## src/rtl/http_request_header_tokenizer_macros.svh

```systemverilog
// Assertion macros used by the tokenizer RTL (htok_core).
// No dependencies; included by files that carry concurrent checks.
`ifndef HTTP_REQUEST_HEADER_TOKENIZER_MACROS_SVH
`define HTTP_REQUEST_HEADER_TOKENIZER_MACROS_SVH

// Same-cycle implication, gated off while reset is asserted.
`define HTOK_ASSERT_SAME(label, clk, rst_n, ante, cons, msg) \
  label: assert property (@(posedge clk) disable iff (!rst_n) (ante) |-> (cons)) \
    else $error(msg);

// Next-cycle implication, gated off while reset is asserted.
`define HTOK_ASSERT_NEXT(label, clk, rst_n, ante, cons, msg) \
  label: assert property (@(posedge clk) disable iff (!rst_n) (ante) |=> (cons)) \
    else $error(msg);

`endif

```

## src/rtl/htok_pkg.sv

```systemverilog
// Types and constants for the HTTP request header tokenizer.
// No dependencies; used by htok_core and the top level.
package htok_pkg;

  typedef enum logic [3:0] {
    ST_START     = 4'd0,
    ST_METHOD    = 4'd1,
    ST_URL_SPACE = 4'd2,
    ST_URL       = 4'd3,
    ST_QUERY     = 4'd4,
    ST_WAIT_VER  = 4'd5,
    ST_VERSION   = 4'd6,
    ST_CR        = 4'd7,
    ST_CL        = 4'd8,
    ST_KEY       = 4'd9,
    ST_KEY_SPACE = 4'd10,
    ST_VALUE     = 4'd11,
    ST_ALMOST    = 4'd12,
    ST_DONE      = 4'd13
  } pstate_t;

  typedef enum logic [2:0] {
    KIND_NONE    = 3'd0,
    KIND_METHOD  = 3'd1,
    KIND_URL     = 3'd2,
    KIND_QUERY   = 3'd3,
    KIND_VERSION = 3'd4,
    KIND_KEY     = 3'd5,
    KIND_VALUE   = 3'd6
  } kind_t;

  typedef enum logic [1:0] {
    STAT_CONTINUE = 2'd0,
    STAT_COMPLETE = 2'd1,
    STAT_ERROR    = 2'd2
  } status_t;

  typedef enum logic [2:0] {
    ERR_NONE      = 3'd0,
    ERR_BAD_START = 3'd1,
    ERR_METHOD    = 3'd2,
    ERR_NO_LF     = 3'd3,
    ERR_AFTER_END = 3'd4
  } err_t;

  typedef enum logic [1:0] {
    METH_UNKNOWN = 2'd0,
    METH_GET     = 2'd1,
    METH_POST    = 2'd2
  } method_t;

  localparam logic FUNC_FEED    = 1'b0;
  localparam logic FUNC_RESTART = 1'b1;

  localparam logic [7:0] CH_CR    = 8'h0D;
  localparam logic [7:0] CH_LF    = 8'h0A;
  localparam logic [7:0] CH_SPACE = 8'h20;
  localparam logic [7:0] CH_QMARK = 8'h3F;
  localparam logic [7:0] CH_COLON = 8'h3A;
  localparam logic [7:0] CH_UNDER = 8'h5F;
  localparam logic [7:0] CH_UC_A  = 8'h41;
  localparam logic [7:0] CH_UC_Z  = 8'h5A;
  localparam logic [7:0] CASE_BIT = 8'h20;

  localparam logic [31:0] POST_WORD = 32'h504F_5354;
  localparam logic [23:0] GET_WORD  = 24'h47_4554;
  localparam logic [2:0]  METH_LEN_MAX = 3'd5;
  localparam logic [3:0]  VER_LEN      = 4'd8;
  localparam logic [3:0]  VER_POS_MAX  = 4'd9;

  // "HTTP/1.1"
  localparam logic [7:0] VER_TEXT [8] = '{8'h48, 8'h54, 8'h54, 8'h50,
                                          8'h2F, 8'h31, 8'h2E, 8'h31};

  typedef struct packed {
    logic       func;
    logic [7:0] data_byte;
  } in_t;

  typedef struct packed {
    logic [7:0] byte_out;
    logic [2:0] byte_kind;
    logic [2:0] token_done;
    logic [1:0] status;
    logic [2:0] error_code;
    logic [1:0] method_code;
    logic       is_http11;
    logic       keep_alive_out;
  } out_t;

endpackage

```

## src/rtl/htok_core.sv

```systemverilog
// Parse state registers and the per-byte transition/classification logic.
// Depends on htok_pkg and http_request_header_tokenizer_macros.svh.
`include "http_request_header_tokenizer_macros.svh"

module htok_core (
  input  logic            clk,
  input  logic            rst_n,
  input  logic            fire,
  input  htok_pkg::in_t   item,
  output htok_pkg::out_t  result
);

  htok_pkg::pstate_t st_r, st_nxt;
  logic [31:0]       mchars_r, mchars_nxt;
  logic [2:0]        mlen_r, mlen_nxt;
  logic [3:0]        vpos_r, vpos_nxt;
  logic              vbad_r, vbad_nxt;
  htok_pkg::method_t meth_r, meth_nxt;
  logic              h11_r, h11_nxt;
  logic              ka_r, ka_nxt;

  htok_pkg::kind_t   kind;
  htok_pkg::kind_t   done;
  htok_pkg::status_t status;
  htok_pkg::err_t    err;
  logic [7:0]        ch;
  logic [7:0]        bout;
  logic              push_bad;

  assign ch = item.data_byte;
  // version compare for an ongoing version token
  assign push_bad = (vpos_r >= htok_pkg::VER_LEN) || (ch != htok_pkg::VER_TEXT[vpos_r[2:0]]);

  always_comb begin
    st_nxt     = st_r;
    mchars_nxt = mchars_r;
    mlen_nxt   = mlen_r;
    vpos_nxt   = vpos_r;
    vbad_nxt   = vbad_r;
    meth_nxt   = meth_r;
    h11_nxt    = h11_r;
    ka_nxt     = ka_r;
    kind       = htok_pkg::KIND_NONE;
    done       = htok_pkg::KIND_NONE;
    status     = htok_pkg::STAT_CONTINUE;
    err        = htok_pkg::ERR_NONE;
    bout       = ch;

    if (item.func == htok_pkg::FUNC_RESTART) begin
      st_nxt     = htok_pkg::ST_START;
      mchars_nxt = '0;
      mlen_nxt   = '0;
      vpos_nxt   = '0;
      vbad_nxt   = 1'b0;
      meth_nxt   = htok_pkg::METH_UNKNOWN;
      h11_nxt    = 1'b0;
      ka_nxt     = 1'b0;
      bout       = '0;
    end else begin
      unique case (st_r)
        htok_pkg::ST_START: begin
          if ((ch < htok_pkg::CH_UC_A || ch > htok_pkg::CH_UC_Z) &&
              ch != htok_pkg::CH_UNDER) begin
            err = htok_pkg::ERR_BAD_START;
          end else begin
            kind       = htok_pkg::KIND_METHOD;
            mchars_nxt = {24'd0, ch};
            mlen_nxt   = 3'd1;
            st_nxt     = htok_pkg::ST_METHOD;
          end
        end
        htok_pkg::ST_METHOD: begin
          if (ch == htok_pkg::CH_SPACE) begin
            if (mlen_r == 3'd4 && mchars_r == htok_pkg::POST_WORD) begin
              meth_nxt = htok_pkg::METH_POST;
            end else if (mlen_r == 3'd3 && mchars_r[23:0] == htok_pkg::GET_WORD) begin
              meth_nxt = htok_pkg::METH_GET;
            end else begin
              err = htok_pkg::ERR_METHOD;
            end
            done   = htok_pkg::KIND_METHOD;
            st_nxt = htok_pkg::ST_URL_SPACE;
          end else begin
            kind       = htok_pkg::KIND_METHOD;
            mchars_nxt = {mchars_r[23:0], ch};
            if (mlen_r < htok_pkg::METH_LEN_MAX) begin
              mlen_nxt = mlen_r + 3'd1;
            end
          end
        end
        htok_pkg::ST_URL_SPACE: begin
          if (ch != htok_pkg::CH_SPACE) begin
            kind   = htok_pkg::KIND_URL;
            st_nxt = htok_pkg::ST_URL;
          end
        end
        htok_pkg::ST_URL: begin
          if (ch == htok_pkg::CH_SPACE) begin
            done   = htok_pkg::KIND_URL;
            st_nxt = htok_pkg::ST_WAIT_VER;
          end else if (ch == htok_pkg::CH_QMARK) begin
            done   = htok_pkg::KIND_URL;
            st_nxt = htok_pkg::ST_QUERY;
          end else begin
            kind = htok_pkg::KIND_URL;
          end
        end
        htok_pkg::ST_QUERY: begin
          if (ch == htok_pkg::CH_SPACE) begin
            done   = htok_pkg::KIND_QUERY;
            st_nxt = htok_pkg::ST_WAIT_VER;
          end else begin
            kind = htok_pkg::KIND_QUERY;
          end
        end
        htok_pkg::ST_WAIT_VER: begin
          if (ch != htok_pkg::CH_SPACE) begin
            kind     = htok_pkg::KIND_VERSION;
            vpos_nxt = 4'd1;
            vbad_nxt = (ch != htok_pkg::VER_TEXT[0]);
            st_nxt   = htok_pkg::ST_VERSION;
          end
        end
        htok_pkg::ST_VERSION: begin
          if (ch == htok_pkg::CH_CR) begin
            done    = htok_pkg::KIND_VERSION;
            h11_nxt = !vbad_r && (vpos_r == htok_pkg::VER_LEN);
            if (!vbad_r && (vpos_r == htok_pkg::VER_LEN)) begin
              ka_nxt = 1'b1;
            end
            st_nxt = htok_pkg::ST_CR;
          end else begin
            kind = htok_pkg::KIND_VERSION;
            if (push_bad) begin
              vbad_nxt = 1'b1;
            end
            if (vpos_r < htok_pkg::VER_POS_MAX) begin
              vpos_nxt = vpos_r + 4'd1;
            end
          end
        end
        htok_pkg::ST_CR: begin
          if (ch == htok_pkg::CH_LF) begin
            st_nxt = htok_pkg::ST_CL;
          end else begin
            err = htok_pkg::ERR_NO_LF;
          end
        end
        htok_pkg::ST_CL: begin
          if (ch == htok_pkg::CH_CR) begin
            st_nxt = htok_pkg::ST_ALMOST;
          end else begin
            kind   = htok_pkg::KIND_KEY;
            st_nxt = htok_pkg::ST_KEY;
          end
        end
        htok_pkg::ST_KEY: begin
          if (ch == htok_pkg::CH_COLON) begin
            done   = htok_pkg::KIND_KEY;
            st_nxt = htok_pkg::ST_KEY_SPACE;
          end else begin
            kind = htok_pkg::KIND_KEY;
          end
        end
        htok_pkg::ST_KEY_SPACE: begin
          if (ch != htok_pkg::CH_SPACE) begin
            kind   = htok_pkg::KIND_VALUE;
            st_nxt = htok_pkg::ST_VALUE;
          end
        end
        htok_pkg::ST_VALUE: begin
          if (ch == htok_pkg::CH_CR) begin
            done   = htok_pkg::KIND_VALUE;
            st_nxt = htok_pkg::ST_CR;
          end else begin
            kind = htok_pkg::KIND_VALUE;
          end
        end
        htok_pkg::ST_ALMOST: begin
          if (ch == htok_pkg::CH_LF) begin
            st_nxt = htok_pkg::ST_DONE;
            status = htok_pkg::STAT_COMPLETE;
          end
        end
        default: begin
          err = htok_pkg::ERR_AFTER_END;
        end
      endcase

      // an error leaves every piece of state as it was
      if (err != htok_pkg::ERR_NONE) begin
        st_nxt     = st_r;
        mchars_nxt = mchars_r;
        mlen_nxt   = mlen_r;
        vpos_nxt   = vpos_r;
        vbad_nxt   = vbad_r;
        meth_nxt   = meth_r;
        h11_nxt    = h11_r;
        ka_nxt     = ka_r;
        status     = htok_pkg::STAT_ERROR;
        kind       = htok_pkg::KIND_NONE;
        done       = htok_pkg::KIND_NONE;
      end

      if (kind == htok_pkg::KIND_KEY && ch >= htok_pkg::CH_UC_A && ch <= htok_pkg::CH_UC_Z) begin
        bout = ch | htok_pkg::CASE_BIT;
      end
    end
  end

  always_comb begin
    result.byte_out       = bout;
    result.byte_kind      = kind;
    result.token_done     = done;
    result.status         = status;
    result.error_code     = err;
    result.method_code    = meth_nxt;
    result.is_http11      = h11_nxt;
    result.keep_alive_out = ka_nxt;
  end

  always_ff @(posedge clk) begin
    if (!rst_n) begin
      st_r     <= htok_pkg::ST_START;
      mchars_r <= '0;
      mlen_r   <= '0;
      vpos_r   <= '0;
      vbad_r   <= 1'b0;
      meth_r   <= htok_pkg::METH_UNKNOWN;
      h11_r    <= 1'b0;
      ka_r     <= 1'b0;
    end else if (fire) begin
      st_r     <= st_nxt;
      mchars_r <= mchars_nxt;
      mlen_r   <= mlen_nxt;
      vpos_r   <= vpos_nxt;
      vbad_r   <= vbad_nxt;
      meth_r   <= meth_nxt;
      h11_r    <= h11_nxt;
      ka_r     <= ka_nxt;
    end
  end

  `HTOK_ASSERT_NEXT(a_err_holds_state, clk, rst_n,
    fire && result.status == htok_pkg::STAT_ERROR, st_r == $past(st_r) && mchars_r == $past(mchars_r),
    "error transfer changed parse state")
  `HTOK_ASSERT_NEXT(a_restart_clears, clk, rst_n,
    fire && item.func == htok_pkg::FUNC_RESTART, st_r == htok_pkg::ST_START && !ka_r && !h11_r,
    "restart did not return to request start")
  `HTOK_ASSERT_SAME(a_complete_from_almost, clk, rst_n,
    fire && result.status == htok_pkg::STAT_COMPLETE, st_r == htok_pkg::ST_ALMOST,
    "head complete reported outside blank-line state")
  `HTOK_ASSERT_NEXT(a_keepalive_sticky, clk, rst_n,
    ka_r && !(fire && item.func == htok_pkg::FUNC_RESTART), ka_r,
    "keep-alive dropped without restart")

endmodule

```

## src/rtl/http_request_header_tokenizer.sv

```systemverilog
// HTTP request header tokenizer, top level: input stage, parse core, result register.
// Depends on htok_pkg and htok_core.
//
// Byte-streaming tokenizer for an HTTP request head. Each transfer on the input
// channel is either one request byte (func = 0) or a restart (func = 1), and
// produces exactly one result transfer: the byte (lower-cased inside header keys),
// its token kind, the kind of token it closed, a status (continue, head complete,
// error), an error code, and the method / HTTP/1.1 / keep-alive flags as they stand
// after that byte. An erroneous byte changes no parse state, so it can be resent.
// Once the head is complete every byte is refused until a restart. Throughput is one
// byte per clock while out_ready is high: a byte is registered in the input stage,
// the parse state is updated as it moves into the result register, and the result
// is driven from that register. The only thing that throttles intake is out_ready;
// in_ready depends combinationally on it through the two-entry pipeline.
module http_request_header_tokenizer (
  input  logic            clk,
  input  logic            rst_n,
  input  logic            in_valid,
  output logic            in_ready,
  input  htok_pkg::in_t   in_data,
  output logic            out_valid,
  input  logic            out_ready,
  output htok_pkg::out_t  out_data
);

  // input stage
  logic           s1_valid_r, s1_valid_nxt;
  htok_pkg::in_t  s1_item_r;

  // result register
  logic           out_valid_r, out_valid_nxt;
  htok_pkg::out_t out_data_r;

  htok_pkg::out_t core_result;
  logic           advance;

  // stage 1 hands its byte to the core when the result slot is free or draining
  assign advance  = s1_valid_r && (!out_valid_r || out_ready);
  assign in_ready = !s1_valid_r || advance;

  htok_core u_core (
    .clk    (clk),
    .rst_n  (rst_n),
    .fire   (advance),
    .item   (s1_item_r),
    .result (core_result)
  );

  always_comb begin
    s1_valid_nxt = s1_valid_r;
    if (in_valid && in_ready) begin
      s1_valid_nxt = 1'b1;
    end else if (advance) begin
      s1_valid_nxt = 1'b0;
    end

    out_valid_nxt = out_valid_r;
    if (advance) begin
      out_valid_nxt = 1'b1;
    end else if (out_ready) begin
      out_valid_nxt = 1'b0;
    end
  end

  always_ff @(posedge clk) begin
    if (!rst_n) begin
      s1_valid_r  <= 1'b0;
      out_valid_r <= 1'b0;
    end else begin
      s1_valid_r  <= s1_valid_nxt;
      out_valid_r <= out_valid_nxt;
    end
  end

  // payload registers, no reset needed
  always_ff @(posedge clk) begin
    if (in_valid && in_ready) begin
      s1_item_r <= in_data;
    end
    if (advance) begin
      out_data_r <= core_result;
    end
  end

  assign out_valid = out_valid_r;
  assign out_data  = out_data_r;

endmodule
```

## config.mk

```make
export PLATFORM = sky130hd
export DESIGN_NAME = http_request_header_tokenizer
export DESIGN_NICKNAME = d
export VERILOG_FILES = /design/src/rtl/htok_pkg.sv /design/src/rtl/htok_core.sv /design/src/rtl/http_request_header_tokenizer.sv
export VERILOG_INCLUDE_DIRS = /design/src /design/src/rtl
export SDC_FILE = /design/constraint.sdc
export NUM_CORES = 1
export LEC_CHECK = 0
export BUFFER_PORTS_ARGS = -buffer_cell sky130_fd_sc_hd__buf_4
export CAP_MARGIN = 40
export CORE_MARGIN = 2
export CORE_UTILIZATION = 29
export CTS_CLUSTER_SIZE = 24
export DETAILED_ROUTE_END_ITERATION = 12
export PLACE_DENSITY_LB_ADDON = 0.12
export SLEW_MARGIN = 0
export SYNTH_ARGS = -nofsm -noshare
export SYNTH_HDL_FRONTEND = slang
export SYNTH_SLANG_ARGS = --single-unit
```

## constraint.sdc

```tcl
create_clock -name clk -period 2.65 [get_ports clk]
set_input_delay 0.3975 -clock clk [delete_from_list [all_inputs] [get_ports clk]]
set_output_delay 0.3975 -clock clk [all_outputs]
set_load 0.02 [all_outputs]
```

==> flow_metrics.py, run 1 <==
metrics = {
    "critical_path": {
        "slowest_delay_ns": 0.62,
        "r2r-end": "u_core.st_r[1]$_SDFFE_PN0P_",
        "setup.worst_path.end_class": "register",
        "required_ns": 2.92,
        "reg2regPathDepth": 7,
        "reg2reg_from": "s1_item_r[0]$_DFFE_PP_",
        "worst_ep_arrival_time_ns": 2.81,
        "r2r_setup_slack_ns": 0.11,
        "setup.worst_path.start_class": "register",
        "crit_type": "register to register",
        "path_max_fanout": 7,
        "slowest_stage": "or4_1",
        "critical_path.cell_chain": "or4_1, nor3_2, nor2_1, or3_4, nor4_4, buf_4, mux2i_1",
    },
    "detailed_routing": {
        "avgRoutedWirePerCell_um": 15.8,
        "drt-initial-drc-count": 327,
        "drtAntennaViolNets": 0,
        "num_vias": 3673,
        "vias_per_cell": 5.15,
        "drc_errors": 0,
        "first_pass_iters": 5,
        "drt_wl_total_mm": 11.3,
    },
    "hold_path": {
        "worstHoldEndpoint": "s1_item_r[2]$_DFFE_PP_",
        "hp-class": "input port to register",
        "min-delay-start": "in_data[2]",
        "hold_path_depth": 1,
    },
    "timing": {
        "setup_violations": 0,
        "skew_ns": 0.00875,
        "setup_slack_ns": 0.112,
        "period_needed_ns": 2.54,
        "fmax_ghz": 0.394,
        "final.setup.tns_ns": 0,
        "timing.slew.headroom": 0.598,
        "hold_viol": 0,
        "rsz0062_at_grt": "false",
        "worstMarginPinSlew_ns": 0.588,
        "maxSlewViolCount": 0,
        "fin_crit_sh": 0.958,
    },
    "power_and_ir_drop": {
        "power_leakage_nw": 1.76,
        "p_per_area_nw_per_um2": 553,
        "power_frac_clock": 0.444,
        "p_comb_frac": 0.080,
        "power_switching_w": 0.000684,
        "seq_power_share": 0.475,
        "switching_share": 0.239,
        "p_int_w": 0.00218,
        "max-vdd-ir-drop_mv": 0.341,
        "power_w": 0.00286,
    },
    "synthesis": {
        "synth_nets": 496,
        "synthArstFlopShare": 0,
        "synth_top_cell_by_area": "dfxtp_1",
        "netlist.area_leader.share": 0.238,
        "synth_area_um2": 4210,
        "yosys_warnings": 0,
        "ys_types": 61,
        "synth_top_flop_cell": "dfxtp_1",
        "ys_seq_area_frac": 0.466,
        "synth_cells": 476,
        "ys_ff_latch": 82,
        "synth.area.top_cells": "dfxtp_1 24%, edfxtp_1 23%, nand2_1 5.7%, o21ai_0 5.5%, nand3_1 4.9%",
        "avgSynthCellArea_um2": 8.85,
        "synth-edff-count": 32,
    },
    "run": {
        "max_cap_viol_count": 0,
    },
    "placement": {
        "place_congestion": 0.894,
        "preCtsSetupSlack_ns": 0.0922,
        "dp_hpwl_mm": 8.16,
        "dpl.cell_count": 695,
        "portBuffers": 37,
    },
    "cells_and_area": {
        "final_common_cell": "buf_4",
        "fin_cells": 713,
        "antenna_cells": 0,
        "drive_gt1_frac": 0.195,
        "area_delta_synth_final_pct": 22.9,
        "final_cell_mix": "69 x buf_4, 64 x nand2_1, 50 x dfxtp_1, 46 x o21ai_0, 41 x nand3_1",
        "nNetsFinal": 544,
    },
    "clock_network": {
        "path_clk_slew_ns": 0.07,
        "cts-htree-levels": 3,
        "cts_buffer_depth": 2,
        "cts_tree": "built",
        "root_buffer": "clkbuf_16",
        "cts_buffers": 9,
        "clock_latency_ns": 0.34,
        "cts.sinks": 82,
    },
    "global_routing": {
        "grt_pass1_wl_mm": 18.2,
        "antenna_found_initial": 0,
        "grt_use_total": 0.146,
        "grt_pass1_vias": 3569,
        "grt_max_degree": 68,
        "grt_overflow": 0,
    },
    "outcome": {
        "status": "complete, no violations",
    },
    "die": {
        "num_rows": 44,
        "dieArea_um2": 15500,
        "design.portCount": 38,
        "dieHeight_um": 125,
        "initial_core_util": 0.293,
        "coreArea_um2": 14400,
        "die_x_um": 125,
    },
}
## cells in the mapped netlist, drive strengths merged, types with 3 or more instances
library cell and instances:
o21ai 48, or4 6, nor4bb 5, a31oi 5, clkbuf 26, nand2 64, nor4 6, a21oi 22
mux2i 8, a21boi 5, nor4b 5, o21a 3, nand3 41, dfxtp 50, o22ai 3, buf 7
ha 7, nor2b 16, nor2 37, nand4 6, nand3b 3, nor3 8, a211oi 4, nor3b 3
nand2b 5, o31ai 4, edfxtp 32, or3 3, inv 12
## power by group through the flow
stage	logic, W	clock network (W)	registers (W)
after global placement	0.000232	0	0.00139
after CTS	0.000233	0.00132	0.00136
after floorplan	0.000117	0	0.00141
after global routing	0.000251	0.00136	0.00136
final	0.000230	0.00127	0.00136
after detailed placement	0.000232	0	0.00139
## layout make-up
cell class                 count  area (um^2)
clock buffer                  12          278
inverter                      12         45.0
clock inverter                 4         30.0
tap                          184          230
timing repair buffer          70          538
fill                        1486         9190
sequential                    82         1960
multi-input combinational    349         2090
## kinds of logic after synthesis
group	count (synthesis)	synth area share
flops	82	0.466
fa+ha+maj	7	0.0208
xor+xnor	1	0.00208
buf+inv	45	0.0442
simple gates	218	0.279
compound gates	114	0.166
mux	9	0.0217
## worst max path at each step
| stage | startpoint | to | slack, ns |
|---|---|---|---|
| after detailed placement | s1_item_r[0]$_DFFE_PP_ | u_core.st_r[1]$_SDFFE_PN0P_ | 0.09 |
| after floorplan | s1_item_r[5]$_DFFE_PP_ | out_data[9]$_SDFFCE_PP0P_ | 0.17 |
| final | s1_item_r[0]$_DFFE_PP_ | u_core.st_r[1]$_SDFFE_PN0P_ | 0.11 |
| after global placement | s1_item_r[5]$_DFFE_PP_ | out_data[9]$_SDFFCE_PP0P_ | 0.17 |
| after global routing | s1_item_r[0]$_DFFE_PP_ | u_core.st_r[1]$_SDFFE_PN0P_ | 0.02 |
| after CTS | s1_item_r[0]$_DFFE_PP_ | u_core.st_r[1]$_SDFFE_PN0P_ | 0.07 |
## worst max-delay path, delay by kind of cell, from the launching register on
family | cells | cell delay [ns]
buffers and inverters | 1 | 0.19
DFF | 1 | 0.47
muxes | 1 | 0.20
and+or+nand+nor | 5 | 1.61
## flip-flops by register name, summed over array words and instances (netlist names)
signal / count
u_core.mchars_r: 32
out_data: 23
s1_item_r: 9
u_core.st_r: 4
u_core.vpos_r: 4
u_core.mlen_r: 3
u_core.meth_r: 2
out_valid: 1
s1_valid_r: 1
u_core.h11_r: 1
u_core.ka_r: 1
u_core.vbad_r: 1
## what timing repair did
| item | in CTS | in global routing |
|---|---|---|
| hold buffers | 0 | 0 |
| gates resized for setup | 0 | 3 |
| buffers inserted | 0 | 2 |
| endpoints found under the setup margin | 0 | 6 |
## metal layers
metal | routed length, um | global-route usage | share of wire
met4 | 269 | 0.0628 | 0.024
met3 | 482 | 0.0322 | 0.043
met1 | 5240 | 0.191 | 0.46
met5 | 0 | 0 | 0
met2 | 5290 | 0.233 | 0.47
## stage by stage
stage / hold WS [ns] / area [um^2] / utilization
after floorplan: 0.435 / 4210 / -
after global placement: 0.452 / 4840 / 0.337
after detailed placement: 0.464 / 4840 / 0.337
after CTS: 0.213 / 5150 / 0.358
after global routing: 0.211 / 5180 / 0.360
final: 0.228 / 5180 / 0.360
(Power assumes the default switching activity.)
==> run 2, diff against run 1 <==
SETUP_SLACK_MARGIN = 0.4   (was not set)
SYNTH_HIERARCHICAL = 1   (was not set)
==> run 2 against run 1 <==
Against the previous run: combinational power increased by 35%; clock skew is 0.0015 ns higher; final cell count unchanged; critical path depth rose by 1; power up 4.2%; non-clock buffer count increased by 39; largest cell class unchanged; highest routed layer unchanged.
==> flow_metrics.py, run 2 <==
metrics = {
    "clock_network": {
        "cts.sinks": 82,
        "cts_buffers": 9,
        "path_clk_slew_ns": 0.07,
        "clock_latency_ns": 0.35,
        "root_buffer": "clkbuf_16",
        "cts_tree": "built",
        "cts_hold_buf": 0,
        "cts_buffer_depth": 2,
        "cts-htree-levels": 3,
    },
    "detailed_routing": {
        "drtAntennaViolNets": 0,
        "num_vias": 3685,
        "met1_length_mm": 6.23,
        "routed-wl-met3_um": 515,
        "drc_errors": 0,
        "drt-initial-drc-count": 199,
        "wl_met2_mm": 5.62,
        "vias_per_cell": 5.17,
        "avgRoutedWirePerCell_um": 17.6,
        "highest_layer": "met4",
        "first_pass_iters": 5,
        "drt_wl_total_mm": 12.6,
    },
    "die": {
        "die_x_um": 125,
        "design.portCount": 38,
        "dieHeight_um": 125,
        "dieArea_um2": 15700,
        "initial_core_util": 0.296,
        "num_rows": 44,
        "coreArea_um2": 14400,
    },
    "cells_and_area": {
        "top_register": "u_core/mchars_r",
        "multiInputGateArea_um2": 2360,
        "antenna_cells": 0,
        "final_cell_mix": "89 x buf_4, 50 x dfxtp_1, 35 x nor2_1, 33 x a22o_1, 32 x edfxtp_1",
        "area_delta_synth_final_pct": 37.7,
        "final_common_cell": "buf_4",
        "fin_cells": 713,
        "utilization": 0.407,
        "largest_reg_flops": 32,
        "drive_gt1_frac": 0.353,
        "regArea_um2": 1960,
        "fillers": 1437,
        "nNetsFinal": 544,
    },
    "synthesis": {
        "ys_ff_latch": 82,
        "synthArstFlopShare": 0,
        "synth-edff-count": 32,
        "netlist.area_leader.share": 0.235,
        "synth_common_cells": "50 x dfxtp_1, 40 x nor2_1, 33 x a22o_1",
        "synth.area.top_cells": "dfxtp_1 23%, edfxtp_1 23%, a22o_1 6.8%, nor2_1 3.5%, a21oi_1 3.2%",
        "yosysMostFrequentCell": "dfxtp_1",
        "synth_top_flop_cell": "dfxtp_1",
        "synth_area_um2": 4270,
        "synth_nets": 461,
        "synth_cells": 441,
        "ys_types": 76,
        "avgSynthCellArea_um2": 9.67,
        "synth_top_cell_by_area": "dfxtp_1",
        "ys_seq_area_frac": 0.460,
        "yosys_warnings": 6,
    },
    "global_routing": {
        "grt_pass1_vias": 3548,
        "grt_overflow": 0,
        "antenna_found_initial": 0,
        "grt_pass1_wl_mm": 19.5,
        "grt_max_degree": 32,
        "grt_use_total": 0.158,
    },
    "timing": {
        "skew_ns": 0.0102,
        "final.setup.tns_ns": 0,
        "maxSlewViolCount": 0,
        "setup_violations": 0,
        "fin_crit_sh": 0.920,
        "fmax_ghz": 0.410,
        "rsz0062_at_grt": "true",
        "timing.slew.headroom": 0.422,
        "worstMarginPinSlew_ns": 0.867,
        "hold_viol": 0,
        "fin_hold_ws_ns": 0.219,
        "period_needed_ns": 2.44,
    },
    "critical_path": {
        "path_max_fanout": 4,
        "worst_ep_arrival_time_ns": 2.67,
        "setup.worst_path.end_class": "register",
        "cp-startpoint": "s1_item_r[1]$_DFFE_PP_",
        "reg2reg_from": "s1_item_r[1]$_DFFE_PP_",
        "setup.worst_path.start_class": "register",
        "required_ns": 2.88,
        "crit_type": "register to register",
    },
    "hold_path": {
        "min-delay-start": "in_data[4]",
        "hp-class": "input port to register",
    },
    "power_and_ir_drop": {
        "power_w": 0.00298,
        "p_per_area_nw_per_um2": 508,
        "max-vdd-ir-drop_mv": 0.270,
        "power_leakage_nw": 2.13,
    },
    "placement": {
        "dp_hpwl_mm": 8.74,
        "dpl.cell_count": 661,
        "place_congestion": 0.859,
        "portBuffers": 37,
    },
    "run": {
        "max_cap_viol_count": 0,
    },
    "outcome": {
        "status": "complete, no violations",
    },
}
[run 2: cell type report]
cell class / instances / area share
clock buffer: 13 / 0.0498
clock inverter: 3 / 0.00405
inverter: 16 / 0.0102
multi-input combinational: 306 / 0.401
sequential: 82 / 0.334
tap: 184 / 0.0392
timing repair buffer: 109 / 0.161
[run 2: worst paths after layout]
check | endpoint | slack [ns] | cells past startpoint
setup / recovery | u_core/st_r[3]$_SDFFE_PN0P_ | 0.21 | 8
hold reg to reg | u_core/vbad_r$_SDFFE_PN0P_ | 0.47 | 2
setup reg to reg | u_core/st_r[3]$_SDFFE_PN0P_ | 0.21 | 8
hold / removal | s1_item_r[4]$_DFFE_PP_ | 0.22 | 1
[run 2: per-layer routing]
metal  track usage  up-vias
li1              -     1819
met1         0.223     1780
met2         0.236       73
met3        0.0312       13
met4        0.0654        0
met5             0        -
[run 2: what timing repair did]
action | in CTS | in global routing
pin swaps | 15 | 56
setup buffers | 21 | 12
endpoints found under the setup margin | 53 | 56
endpoints found under the hold margin | 0 | 0
resized for setup | 19 | 53
gates cloned | 1 | 2
[run 2: logic make-up after synthesis]
kind of cell | count (synthesis) | synth area share
AO/OA/AOI/OAI | 129 | 0.217
XOR/XNOR | 5 | 0.0103
adder cells (fa/ha/maj) | 7 | 0.0205
buffers and inverters | 53 | 0.0581
flip-flops | 82 | 0.460
multiplexers | 2 | 0.00469
AND/OR/NAND/NOR | 163 | 0.229
[run 2: stage by stage]
stage                     cell area (um^2)  setup slack [ns]
after floorplan                       4340             0.309
after global placement                4930            0.0769
after detailed placement              4940             0.112
after CTS                             5520             0.199
after global routing                  5870             0.125
final                                 5870             0.212
[run 2: critical path: stages (launching register included)]
cell and delay [ns]:
edfxtp_1 0.40, or4_4 0.60, nor3_4 0.22, buf_6 0.14, xnor2_2 0.07, a2111oi_4 0.39
nand4_2 0.19, a31oi_1 0.21, a21oi_1 0.08
[run 2: report_power, final]
part           internal, W  switching (W)
Combinational     0.000142       0.000170
Sequential         0.00134      0.0000173
Clock             0.000783       0.000530
Total              0.00227       0.000717
==> run 3, diff against run 2 <==
BUFFER_PORTS_ARGS = not set   (was -buffer_cell sky130_fd_sc_hd__buf_4)
DONT_BUFFER_PORTS = 1   (was not set)
MAX_ROUTING_LAYER = met4   (was not set)
==> run 3 against run 2 <==
Against the previous run: core utilization fell by 3.2 points; sequential power about the same; final cell count down 6.5%; non-clock buffer count decreased by 46; via count is 2.8% lower; clock-buffer cell count fell by 3; critical path type unchanged.
==> flow_metrics.py, run 3 (synthesized netlist as in run 2, its figures left out) <==
metrics = {
    "placement": {
        "place_congestion": 0.910,
        "portBuffers": 0,
        "dp_hpwl_mm": 8.78,
    },
    "timing": {
        "setup_violations": 0,
        "skew_ns": 0.00779,
        "hold_viol": 0,
        "fin_crit_sh": 0.915,
        "maxSlewViolCount": 0,
        "final.setup.tns_ns": 0,
        "timing.slew.headroom": 0.472,
        "fmax_ghz": 0.413,
        "rsz0062_at_grt": "true",
        "worstMarginPinSlew_ns": 0.792,
        "period_needed_ns": 2.42,
        "fin_hold_ws_ns": 0.148,
    },
    "hold_path": {
        "hold_path_depth": 0,
        "min-delay-start": "in_data[0]",
        "hp-class": "input port to register",
        "worstHoldEndpoint": "s1_item_r[0]$_DFFE_PP_",
    },
    "global_routing": {
        "grt_pass1_vias": 3464,
        "grt_max_degree": 33,
        "grt_use_total": 0.162,
        "antenna_found_initial": 0,
        "grt_pass1_wl_mm": 19.4,
        "grt_overflow": 0,
    },
    "critical_path": {
        "setup.worst_path.start_class": "register",
        "reg2regPathDepth": 10,
        "path_max_fanout": 16,
        "slowest_delay_ns": 0.52,
        "reg2reg_from": "s1_item_r[2]$_DFFE_PP_",
        "crit_family": "simple AND/OR/NAND/NOR gates",
        "worst_ep_arrival_time_ns": 2.71,
        "setup.worst_path.end_class": "register",
        "crit_buf_inv": 3,
        "slowest_stage": "or4_4",
        "crit_type": "register to register",
        "r2r_setup_slack_ns": 0.23,
        "cp.depth": 10,
        "required_ns": 2.93,
        "critical_path.cell_chain": "buf_6, or4_4, a21oi_4, nor4_4, o21ai_2, buf_6, a21oi_4, nor2_4, clkbuf_16, a22o_1",
        "r2r-end": "u_core/mchars_r[7]$_SDFFE_PN0P_",
    },
    "clock_network": {
        "cts-htree-levels": 3,
        "cts_buffer_depth": 2,
        "clock_latency_ns": 0.34,
        "cts_buffers": 9,
        "cts.sinks": 82,
        "cts_tree": "built",
        "root_buffer": "clkbuf_16",
        "path_clk_slew_ns": 0.06,
    },
    "cells_and_area": {
        "final_common_cell": "buf_4",
        "final_cell_mix": "50 x buf_4, 49 x dfxtp_1, 34 x nor2_1, 33 x a22o_1, 32 x edfxtp_1",
        "area_delta_synth_final_pct": 26.9,
        "drive_gt1_frac": 0.275,
        "nNetsFinal": 498,
        "antenna_cells": 0,
        "fillers": 1477,
        "top_register": "u_core/mchars_r",
        "largest_reg_flops": 32,
    },
    "die": {
        "die_x_um": 125,
        "num_rows": 44,
        "coreArea_um2": 14400,
        "initial_core_util": 0.296,
        "dieHeight_um": 125,
        "dieArea_um2": 15700,
        "design.portCount": 38,
    },
    "power_and_ir_drop": {
        "power_w": 0.00284,
        "power_leakage_nw": 1.89,
        "max-vdd-ir-drop_mv": 0.261,
        "p_per_area_nw_per_um2": 525,
    },
    "detailed_routing": {
        "drt_wl_total_mm": 12.4,
        "avgRoutedWirePerCell_um": 18.6,
        "num_vias": 3582,
        "first_pass_iters": 4,
        "drc_errors": 0,
        "vias_per_cell": 5.37,
        "drt-initial-drc-count": 247,
        "drtAntennaViolNets": 0,
    },
    "run": {
        "max_cap_viol_count": 0,
    },
    "outcome": {
        "status": "complete, no violations",
    },
}
[run 3: cell count changes in the layout (fill, tap and decap cells not counted), sizes merged]
| cell | change |
|---|---|
| inv | -1 |
| clkbuf | -3 |
| clkinv | +4 |
| buf | -46 |
[run 3: area by class of cell]
class | count | area (um^2) | share of cell area
Clock buffer | 10 | 250 | 0.0462
Clock inverter | 6 | 36.3 | 0.00670
Inverter | 16 | 60.1 | 0.0111
Multi-Input combinational cell | 306 | 2300 | 0.424
Sequential cell | 82 | 1960 | 0.363
Tap cell | 184 | 230 | 0.0425
Timing Repair Buffer | 63 | 576 | 0.106
[run 3: metal layers]
| layer | part of all wire | track usage |
|---|---|---|
| met1 | 0.49 | 0.223 |
| met5 | 0 | - |
| met2 | 0.44 | 0.227 |
| met3 | 0.049 | 0.0471 |
| met4 | 0.016 | 0.0523 |
[run 3: worst max path at each step]
stage	startpoint	endpoint	slack (ns)
after global routing	s1_item_r[0]$_DFFE_PP_	u_core/mchars_r[7]$_SDFFE_PN0P_	0.12
after detailed placement	s1_item_r[1]$_DFFE_PP_	u_core/vpos_r[0]$_SDFFE_PN0P_	0.08
after floorplan	s1_item_r[1]$_DFFE_PP_	out_data[20]$_DFFE_PP_	0.31
after global placement	s1_item_r[1]$_DFFE_PP_	u_core/vpos_r[0]$_SDFFE_PN0P_	0.13
final	s1_item_r[2]$_DFFE_PP_	u_core/mchars_r[7]$_SDFFE_PN0P_	0.23
after CTS	s1_item_r[6]$_DFFE_PP_	u_core/st_r[3]$_SDFFE_PN0P_	0.18
[run 3: repair_timing]
item | in CTS | in global routing
pin swaps | 15 | 31
hold buffers | 0 | 0
buffers inserted | 20 | 5
cloned | 0 | 2
hold endpoints to repair | 0 | 0
endpoints found under the setup margin | 55 | 56
resized for setup | 32 | 21
[run 3: power by group]
part           switching, W  internal [W]
clock network      0.000531      0.000690
registers         0.0000416       0.00134
logic              0.000132      0.000103
total              0.000705       0.00214
[run 3: metrics by stage]
stage	setup slack [ns]	instance area, um^2	util	instances
after floorplan	0.309	4340	-	441
after global placement	0.131	4650	0.322	624
after detailed placement	0.0848	4650	0.322	624
after CTS	0.178	5230	0.362	660
after global routing	0.120	5410	0.375	667
final	0.226	5410	0.375	667
[run 3: worst reg2reg max path, stage by stage (launching register included)]
cell and delay, ns:
edfxtp_1 0.46, buf_6 0.16, or4_4 0.52, a21oi_4 0.21, nor4_4 0.07, o21ai_2 0.18, buf_6 0.15, a21oi_4 0.06
nor2_4 0.19, clkbuf_16 0.22, a22o_1 0.14
